==> config.mk <==
export PLATFORM = sky130hd
export DESIGN_NAME = usb_setup_request_decoder
export DESIGN_NICKNAME = d
export VERILOG_FILES = /design/src/hw/rtl/usbsrd_pkg.sv /design/src/hw/rtl/usbsrd_cfg_regs.sv /design/src/hw/rtl/usbsrd_decode.sv /design/src/hw/rtl/usb_setup_request_decoder.sv
export VERILOG_INCLUDE_DIRS = /design/src /design/src/hw/rtl
export SDC_FILE = /design/constraint.sdc
export NUM_CORES = 1
export LEC_CHECK = 0
export BUFFER_PORTS_ARGS = -buffer_cell sky130_fd_sc_hd__buf_2
export CAP_MARGIN = 20
export CORE_UTILIZATION = 50
export DETAILED_ROUTE_END_ITERATION = 12
export HOLD_SLACK_MARGIN = 0.08
export PLACE_DENSITY = 0.76
export SLEW_MARGIN = 20
export SYNTH_ARGS = -nofsm -noshare
export SYNTH_HDL_FRONTEND = slang
export SYNTH_SLANG_ARGS = --single-unit
==> constraint.sdc <==
create_clock -name clk -period 5.25 [get_ports clk]
set_clock_uncertainty 0.05 [all_clocks]
set_input_delay 0.525 -clock clk [delete_from_list [all_inputs] [get_ports clk]]
set_output_delay 0.525 -clock clk [all_outputs]
set_load 0.05 [all_outputs]
==> src/hw/rtl/usb_setup_request_decoder_macros.svh <==
// Assertion macros used by the USB setup request decoder RTL.
`ifndef USB_SETUP_REQUEST_DECODER_MACROS_SVH
`define USB_SETUP_REQUEST_DECODER_MACROS_SVH

// Same-cycle implication checked on every rising clock edge outside reset.
`define USBSRD_ASSERT_NOW(name, ante, cons, msg) \
  name: assert property (@(posedge clk) disable iff (rst) (ante) |-> (cons)) \
    else $error(msg);

// Next-cycle implication checked on every rising clock edge outside reset.
`define USBSRD_ASSERT_NEXT(name, ante, cons, msg) \
  name: assert property (@(posedge clk) disable iff (rst) (ante) |=> (cons)) \
    else $error(msg);

`endif

==> src/hw/rtl/usbsrd_pkg.sv <==
// Package with the transaction types, codes and constants of the setup request decoder.
`default_nettype none
package usbsrd_pkg;

  typedef struct packed {
    logic        opcode;
    logic [7:0]  request_type;
    logic [7:0]  request;
    logic [15:0] value;
    logic [15:0] index;
    logic [15:0] length;
  } in_t;

  typedef struct packed {
    logic [2:0] action;
    logic [1:0] data_source;
    logic [7:0] data_length;
    logic [6:0] device_address;
    logic       address_enable;
  } out_t;

  typedef struct packed {
    logic [7:0] device_desc_length;
    logic [7:0] config_total_length;
    logic [7:0] config_value;
    logic [7:0] interface_number;
    logic [7:0] alt_setting;
  } cfg_t;

  typedef struct packed {
    logic [6:0] pending_address;
    logic       address_pending;
  } addr_state_t;

  localparam int unsigned PADDR_W = 5;

  localparam logic [2:0] REG_DEVICE_DESC_LENGTH  = 3'd0;
  localparam logic [2:0] REG_CONFIG_TOTAL_LENGTH = 3'd1;
  localparam logic [2:0] REG_CONFIG_VALUE        = 3'd2;
  localparam logic [2:0] REG_INTERFACE_NUMBER    = 3'd3;
  localparam logic [2:0] REG_ALT_SETTING         = 3'd4;

  localparam logic [7:0] RST_DEVICE_DESC_LENGTH  = 8'd18;
  localparam logic [7:0] RST_CONFIG_TOTAL_LENGTH = 8'd32;
  localparam logic [7:0] RST_CONFIG_VALUE        = 8'd1;
  localparam logic [7:0] RST_INTERFACE_NUMBER    = 8'd0;
  localparam logic [7:0] RST_ALT_SETTING         = 8'd0;

  localparam logic       OP_SETUP       = 1'b0;
  localparam logic       OP_STATUS_DONE = 1'b1;

  localparam logic [2:0] ACT_STALL   = 3'd0;
  localparam logic [2:0] ACT_DATA    = 3'd1;
  localparam logic [2:0] ACT_ZLP     = 3'd2;
  localparam logic [2:0] ACT_FORWARD = 3'd3;
  localparam logic [2:0] ACT_NONE    = 3'd4;

  localparam logic [1:0] SRC_STATUS   = 2'd0;
  localparam logic [1:0] SRC_DEVICE   = 2'd1;
  localparam logic [1:0] SRC_CONFIG   = 2'd2;
  localparam logic [1:0] SRC_CONFBYTE = 2'd3;

  localparam logic [7:0] RT_DEV_OUT  = 8'h00;
  localparam logic [7:0] RT_IF_OUT   = 8'h01;
  localparam logic [7:0] RT_EP_OUT   = 8'h02;
  localparam logic [7:0] RT_DEV_IN   = 8'h80;
  localparam logic [7:0] RT_IF_IN    = 8'h81;
  localparam logic [7:0] RT_EP_IN    = 8'h82;

  localparam logic [7:0] RQ_GET_STATUS        = 8'd0;
  localparam logic [7:0] RQ_CLEAR_FEATURE     = 8'd1;
  localparam logic [7:0] RQ_SET_FEATURE       = 8'd3;
  localparam logic [7:0] RQ_SET_ADDRESS       = 8'd5;
  localparam logic [7:0] RQ_GET_DESCRIPTOR    = 8'd6;
  localparam logic [7:0] RQ_SET_DESCRIPTOR    = 8'd7;
  localparam logic [7:0] RQ_GET_CONFIGURATION = 8'd8;
  localparam logic [7:0] RQ_SET_CONFIGURATION = 8'd9;
  localparam logic [7:0] RQ_GET_INTERFACE     = 8'd10;
  localparam logic [7:0] RQ_SET_INTERFACE     = 8'd11;
  localparam logic [7:0] RQ_SYNCH_FRAME       = 8'd12;

  localparam logic [7:0] DT_DEVICE = 8'd1;
  localparam logic [7:0] DT_CONFIG = 8'd2;

  localparam logic [7:0] STATUS_LEN  = 8'd2;
  localparam logic [7:0] CONFBYTE_LEN = 8'd1;
  localparam int unsigned DIR_BIT = 7;

endpackage
`default_nettype wire

==> src/hw/rtl/usbsrd_cfg_regs.sv <==
// APB-style configuration register file of the setup request decoder.
`default_nettype none
module usbsrd_cfg_regs
  import usbsrd_pkg::*;
(
  input  wire logic               clk,
  input  wire logic               rst,
  input  wire logic               psel,
  input  wire logic               penable,
  input  wire logic               pwrite,
  input  wire logic [PADDR_W-1:0] paddr,
  input  wire logic [31:0]        pwdata,
  output logic      [31:0]        prdata,
  output logic                    pready,
  output cfg_t                    cfg
);

  logic       wr_en;
  logic [2:0] reg_sel;
  logic [7:0] rd_byte;

  assign pready  = 1'b1;
  assign wr_en   = psel & penable & pwrite;
  assign reg_sel = paddr[PADDR_W-1:2];

  always_ff @(posedge clk) begin
    if (rst) begin
      cfg.device_desc_length  <= RST_DEVICE_DESC_LENGTH;
      cfg.config_total_length <= RST_CONFIG_TOTAL_LENGTH;
      cfg.config_value        <= RST_CONFIG_VALUE;
      cfg.interface_number    <= RST_INTERFACE_NUMBER;
      cfg.alt_setting         <= RST_ALT_SETTING;
    end else if (wr_en) begin
      unique case (reg_sel)
        REG_DEVICE_DESC_LENGTH:  cfg.device_desc_length  <= pwdata[7:0];
        REG_CONFIG_TOTAL_LENGTH: cfg.config_total_length <= pwdata[7:0];
        REG_CONFIG_VALUE:        cfg.config_value        <= pwdata[7:0];
        REG_INTERFACE_NUMBER:    cfg.interface_number    <= pwdata[7:0];
        REG_ALT_SETTING:         cfg.alt_setting         <= pwdata[7:0];
        default: ;
      endcase
    end
  end

  always_comb begin
    unique case (reg_sel)
      REG_DEVICE_DESC_LENGTH:  rd_byte = cfg.device_desc_length;
      REG_CONFIG_TOTAL_LENGTH: rd_byte = cfg.config_total_length;
      REG_CONFIG_VALUE:        rd_byte = cfg.config_value;
      REG_INTERFACE_NUMBER:    rd_byte = cfg.interface_number;
      REG_ALT_SETTING:         rd_byte = cfg.alt_setting;
      default:                 rd_byte = 8'd0;
    endcase
  end

  assign prdata = {24'd0, rd_byte};

endmodule
`default_nettype wire

==> src/hw/rtl/usbsrd_decode.sv <==
// Combinational decode of one setup or status transaction into a response and next address state.
`default_nettype none
module usbsrd_decode
  import usbsrd_pkg::*;
(
  input  wire in_t         item,
  input  wire cfg_t        cfg,
  input  wire addr_state_t addr_state,
  output out_t             result,
  output addr_state_t      addr_state_next
);

  logic [2:0]  action;
  logic [1:0]  src;
  logic [7:0]  dlen;
  logic        enable;
  logic        ok;
  logic [7:0]  dtype;
  logic [7:0]  didx;
  logic [7:0]  dev_clip;
  logic [7:0]  cfg_clip;

  assign dtype = item.value[15:8];
  assign didx  = item.value[7:0];
  assign dev_clip = (item.length < {8'd0, cfg.device_desc_length}) ?
                    item.length[7:0] : cfg.device_desc_length;
  assign cfg_clip = (item.length < {8'd0, cfg.config_total_length}) ?
                    item.length[7:0] : cfg.config_total_length;

  always_comb begin
    action          = ACT_NONE;
    src             = SRC_STATUS;
    dlen            = 8'd0;
    enable          = 1'b0;
    ok              = 1'b1;
    addr_state_next = addr_state;
    if (item.opcode == OP_STATUS_DONE) begin
      if (addr_state.address_pending) begin
        enable                          = 1'b1;
        addr_state_next.address_pending = 1'b0;
      end
    end else begin
      addr_state_next.address_pending = 1'b0;
      action = ACT_ZLP;
      unique case ({item.request_type, item.request})
        {RT_DEV_IN, RQ_GET_STATUS}: begin
          if (item.length != {8'd0, STATUS_LEN}) begin
            ok = 1'b0;
          end else begin
            action = ACT_DATA;
            src    = SRC_STATUS;
            dlen   = STATUS_LEN;
          end
        end
        {RT_DEV_OUT, RQ_CLEAR_FEATURE}: ;
        {RT_DEV_OUT, RQ_SET_ADDRESS}: begin
          addr_state_next.pending_address = item.value[6:0];
          addr_state_next.address_pending = 1'b1;
        end
        {RT_DEV_IN, RQ_GET_DESCRIPTOR}: begin
          if (dtype == DT_DEVICE) begin
            action = ACT_DATA;
            src    = SRC_DEVICE;
            dlen   = dev_clip;
          end else if (dtype == DT_CONFIG) begin
            if (didx != 8'd0) begin
              ok = 1'b0;
            end else begin
              action = ACT_DATA;
              src    = SRC_CONFIG;
              dlen   = cfg_clip;
            end
          end else begin
            action = ACT_FORWARD;
          end
        end
        {RT_DEV_IN, RQ_GET_CONFIGURATION}: begin
          action = ACT_DATA;
          src    = SRC_CONFBYTE;
          dlen   = CONFBYTE_LEN;
        end
        {RT_DEV_OUT, RQ_SET_CONFIGURATION}: begin
          if (item.value != {8'd0, cfg.config_value}) ok = 1'b0;
        end
        {RT_IF_OUT, RQ_SET_INTERFACE}: begin
          if (item.index != {8'd0, cfg.interface_number} ||
              item.value != {8'd0, cfg.alt_setting}) ok = 1'b0;
        end
        {RT_DEV_OUT, RQ_SET_FEATURE},
        {RT_DEV_OUT, RQ_SET_DESCRIPTOR},
        {RT_IF_IN,   RQ_GET_STATUS},
        {RT_IF_OUT,  RQ_CLEAR_FEATURE},
        {RT_IF_OUT,  RQ_SET_FEATURE},
        {RT_IF_IN,   RQ_GET_INTERFACE},
        {RT_EP_IN,   RQ_GET_STATUS},
        {RT_EP_OUT,  RQ_CLEAR_FEATURE},
        {RT_EP_OUT,  RQ_SET_FEATURE},
        {RT_EP_IN,   RQ_SYNCH_FRAME}: ok = 1'b0;
        default: action = ACT_FORWARD;
      endcase
      if (!ok) begin
        action = ACT_STALL;
        src    = SRC_STATUS;
        dlen   = 8'd0;
      end else if (action == ACT_ZLP && item.request_type[DIR_BIT]) begin
        action = ACT_NONE;
      end
    end
  end

  assign result.action         = action;
  assign result.data_source    = src;
  assign result.data_length    = dlen;
  assign result.device_address = addr_state_next.pending_address;
  assign result.address_enable = enable;

endmodule
`default_nettype wire

==> src/hw/rtl/usb_setup_request_decoder.sv <==
// Top level of the USB endpoint 0 standard setup request decoder.
// Each input transaction is either a setup packet or a notice that the
// status-stage IN transfer has completed, and each one yields exactly one
// result transaction with the chosen response and the device address state.
// Both channels use valid and ready; a transaction moves when both are high.
// An accepted input is held in an input register, decoded by shallow logic
// and written into the result register when that register is empty or its
// transaction is taken in the same cycle.
// The block takes one transaction per cycle for as long as results are taken.
// When the receiver stalls, the result register holds its transaction and one
// more input waits in the input register; then ready drops until room frees.
// The pending address and its flag update as a transaction enters the result
// register, so transactions see them strictly in order.
// Configuration registers sit on an APB-style port at byte addresses 4*i; the
// user writes them only while no transaction is in flight; the block does not enforce it.
// Reset empties both registers, clears the address state and loads the
// register defaults; the block is ready as soon as reset is released.
`default_nettype none
`include "usb_setup_request_decoder_macros.svh"
module usb_setup_request_decoder
  import usbsrd_pkg::*;
(
  input  wire logic               clk,
  input  wire logic               rst,
  input  wire logic               in_valid,
  output logic                    in_ready,
  input  wire in_t                in_item,
  output logic                    out_valid,
  input  wire logic               out_ready,
  output out_t                    out_item,
  input  wire logic               psel,
  input  wire logic               penable,
  input  wire logic               pwrite,
  input  wire logic [PADDR_W-1:0] paddr,
  input  wire logic [31:0]        pwdata,
  output logic      [31:0]        prdata,
  output logic                    pready
);

  cfg_t        cfg;
  in_t         stage;
  logic        stage_valid;
  logic        advance;
  out_t        result;
  addr_state_t addr_state;
  addr_state_t addr_state_next;

  usbsrd_cfg_regs u_cfg_regs (
    .clk     (clk),
    .rst     (rst),
    .psel    (psel),
    .penable (penable),
    .pwrite  (pwrite),
    .paddr   (paddr),
    .pwdata  (pwdata),
    .prdata  (prdata),
    .pready  (pready),
    .cfg     (cfg)
  );

  usbsrd_decode u_decode (
    .item            (stage),
    .cfg             (cfg),
    .addr_state      (addr_state),
    .result          (result),
    .addr_state_next (addr_state_next)
  );

  assign advance  = stage_valid & (~out_valid | out_ready);
  assign in_ready = ~stage_valid | advance;

  always_ff @(posedge clk) begin
    if (rst) begin
      stage_valid <= 1'b0;
    end else if (in_ready) begin
      stage_valid <= in_valid;
    end
  end

  always_ff @(posedge clk) begin
    if (in_valid && in_ready) begin
      stage <= in_item;
    end
  end

  always_ff @(posedge clk) begin
    if (rst) begin
      out_valid  <= 1'b0;
      addr_state <= '0;
    end else if (advance) begin
      out_valid  <= 1'b1;
      addr_state <= addr_state_next;
    end else if (out_ready) begin
      out_valid <= 1'b0;
    end
  end

  always_ff @(posedge clk) begin
    if (advance) begin
      out_item <= result;
    end
  end

  `USBSRD_ASSERT_NOW(a_enable_only_on_none, out_valid && out_item.address_enable, out_item.action == ACT_NONE, "address enable with an action other than none")
  `USBSRD_ASSERT_NOW(a_data_fields_zero, out_valid && out_item.action != ACT_DATA, out_item.data_source == SRC_STATUS && out_item.data_length == 8'd0, "data fields set without send data")
  `USBSRD_ASSERT_NEXT(a_stage_holds, stage_valid && !advance, stage_valid && $stable(stage), "input register lost a waiting transaction")
  `USBSRD_ASSERT_NEXT(a_status_clears_pending, advance && stage.opcode == OP_STATUS_DONE && addr_state.address_pending, !addr_state.address_pending && out_item.address_enable, "status done did not enable the pending address")

endmodule
`default_nettype wire

==> out/qor.csv <==
metric;value;unit
cts_sinks;136;
hp-start;in_item[39];
slew_violations;0;
synth.avg_cell_area;11.8;µm²
cp_slowest_stage_delay;0.65;ns
dieArea;13200;µm²
gp_congestion;0.889;
worst_slack;2.20;ns
synth.distinct_cells;52;
grt-ovfl-total;0;
synth_top_cell_by_area;edfxtp_1;
power.density;339;nW/µm²
synth_top_area_share;40.4;%
startpoint_type;flop;
area_delta_synth_final;18.5;%
die_width;115;µm
worstSetupPathType;reg -> reg;
cts_root_buffer;clkbuf_16;
post_cts_buffers;0;
grt_max_degree;51;
antenna_cells;0;
cts.reportedPaths.clkPinSlew;0.06;ns
cts_buffers;17;
hold_viol_final;0;
vias;4413;
start_util;52.3;%
relSlewSlack;36.2;%
grt_first_pass_wirelength;21500;µm
drive_above_1_share;24.1;%
die_h;115;µm
rows;40;
fmax;0.328;GHz
synth_flop_cell;edfxtp_1;
io_buffer_count;113;
path_cells;or4_1, or4_1, nor3_1, o21ai_0, a31oi_1, and3_1;
leakage;3.00;nW
drc_errors;0;
yosysMostFrequentCell;edfxtp_1;
ff2ff_setup_slack;2.20;ns
min_path_type;in -> reg;
worstSetupEndpointType;flop;
syn-cell-area;6390;µm²
design.core.area;12200;µm²
r2r-start;stage[53]$_DFFE_PP_;
synth_edf_count;86;
ys_seq_area_share;56.1;%
grt_pass1_vias;4271;
fin_tns_setup;0;ns
finalWirelength;13800;µm
dp_cells;799;
final_util;62.0;%
fin_crit;3.05;ns
ys_warn_count;0;
synth_common_cells;edfxtp_1, mux2i_1, nor2_1;
cts_hold_buffers;0;
cts_resized;0;
clock_path_buffers;2;
worstPathArrival;3.29;ns
yosys_register_bits;136;
worst_pin_slew;0.956;ns
wl_per_cell;16.6;µm
crit_fanout;12;
cap_violations;0;
vias_per_cell;5.31;
ant_nets;0;
synthCells;540;
final_net_count;773;
rsz0062_at_grt;no;
hpwl;10200;µm
critPathRequiredTime;5.49;ns
crit_top_cell;or4_1;
critPathLaunch;stage[53]$_DFFE_PP_;
pre_cts_ws;2.23;ns
ios;165;
status;finished clean;
clkLatencyLatePin;0.43;ns
cts_tree;built;
first_pass_iters;5;
stdcell_count;831;
worstHoldPathCells;1;
crit_slowest_cell;a31oi_1;
setup_viol;0;
async_reset_ff_share;0;%
synth.area.top_cells;edfxtp_1, dfxtp_1, mux2i_1;
drt_iter0_drc;236;
worstReg2RegEnd;out_item[11]$_SDFFCE_PP0P_;
fin_crit_sh;58.1;%
htreeDepth;4;
holdPathEnd;stage[39]$_DFFE_PP_;
antenna_found_initial;1;
reg2reg_depth;6;
ir_worst_vdd;0.260;mV
fillerInstances;1007;
grt_util_all_layers;22.0;%
==> layer usage <==
metal  global-route usage (%)  vias to the layer above  wire (µm)
met4                     8.23                        2        189
met1                     26.4                     2096       5900
met5                        0                        -         13
met3                     6.75                       21        761
met2                     37.2                      129       6910
li1                         -                     2165          -
==> report_power, final <==
part / total [W] / internal, W / leakage (nW) / switching [W]
sequential: 0.00121 / 0.00118 / 1.23 / 0.0000310
clock: 0.00115 / 0.000692 / 0.287 / 0.000460
combinational: 0.000202 / 0.0000567 / 1.48 / 0.000145
==> sequential cells by signal (all words and copies together), names as in the netlist <==
name,count
out_item,21
out_valid,1
stage,65
u_cfg_regs.cfg,40
stage_valid,1
addr_state,8
==> worst max path at each step <==
| stage | end | slack (ns) | cells after the start |
|---|---|---|---|
| 2_1_floorplan | stage[0]$_DFFE_PP_ | 2.10 | 3 |
| 3_3_place_gp | out_item[11]$_SDFFCE_PP0P_ | 2.28 | 7 |
| 3_5_place_dp | out_item[14]$_SDFFCE_PP0P_ | 2.23 | 7 |
| 4_1_cts | out_item[11]$_SDFFCE_PP0P_ | 2.22 | 7 |
| 5_1_grt | out_item[11]$_SDFFCE_PP0P_ | 1.94 | 7 |
| 6_report | out_item[11]$_SDFFCE_PP0P_ | 2.20 | 6 |
==> kinds of logic (layout without fill, tap and decap cells) <==
group | Yosys count | count (layout) | synth area share, %
muxes | 74 | 74 | 11.7
xor gates and xnor gates | 25 | 25 | 3.43
other | 2 | 25 | 0.118
DFF | 136 | 136 | 56.1
buffers and inverters | 64 | 164 | 5.41
adders and majority gates | 14 | 14 | 2.74
and+or+nand+nor | 154 | 154 | 12.9
AOI/OAI and AO/OA | 71 | 71 | 7.54
==> cell type report <==
class	instances	area [µm²]	share of cell area, %
clock buffers	21	504	6.66
inverters	17	63.8	0.843
multi-input cells	363	2540	33.6
flip-flops and latches	136	3580	47.4
repair buffers	115	581	7.67
well taps	168	210	2.78
clock inverters	11	78.8	1.04
==> metrics by stage <==
step	total power [W]	hold WS [ns]	instance area [µm²]
floorplan	0.00138	0.382	6470
global placement	0.00143	0.390	6980
detailed placement	0.00144	0.394	6980
CTS	0.00259	0.202	7570
global route	0.00265	0.201	7570
finish	0.00257	0.222	7570
==> cell usage in the layout (no fill, tap or decap), types with 5 or more instances in the layout <==
cell type,netlist,routed
a21oi_1,13,13
a22oi_1,7,7
xor2_1,20,20
dfxtp_1,50,50
mux2_2,7,7
edfxtp_1,86,86
nand2_1,14,14
nor2b_1,5,5
ha_1,14,14
a31oi_1,5,5
a211oi_1,5,5
xnor2_1,5,5
nand4_1,5,5
inv_1,16,16
and3_1,7,7
nand2b_1,6,6
buf_2,0,113
clkbuf_16,0,20
nor2_1,67,67
o22ai_1,14,14
conb_1,2,25
nor4_1,12,12
a21o_1,6,6
nand3_1,9,9
mux2i_1,67,67
==> worst max-delay path, delay by kind of cell, from the launching register on <==
kind	cells	cell delay, ns
flops	1	0.37
simple gates	4	1.68
compound gates	2	0.81
No activity file was read; power rests on OpenSTA's default activity.
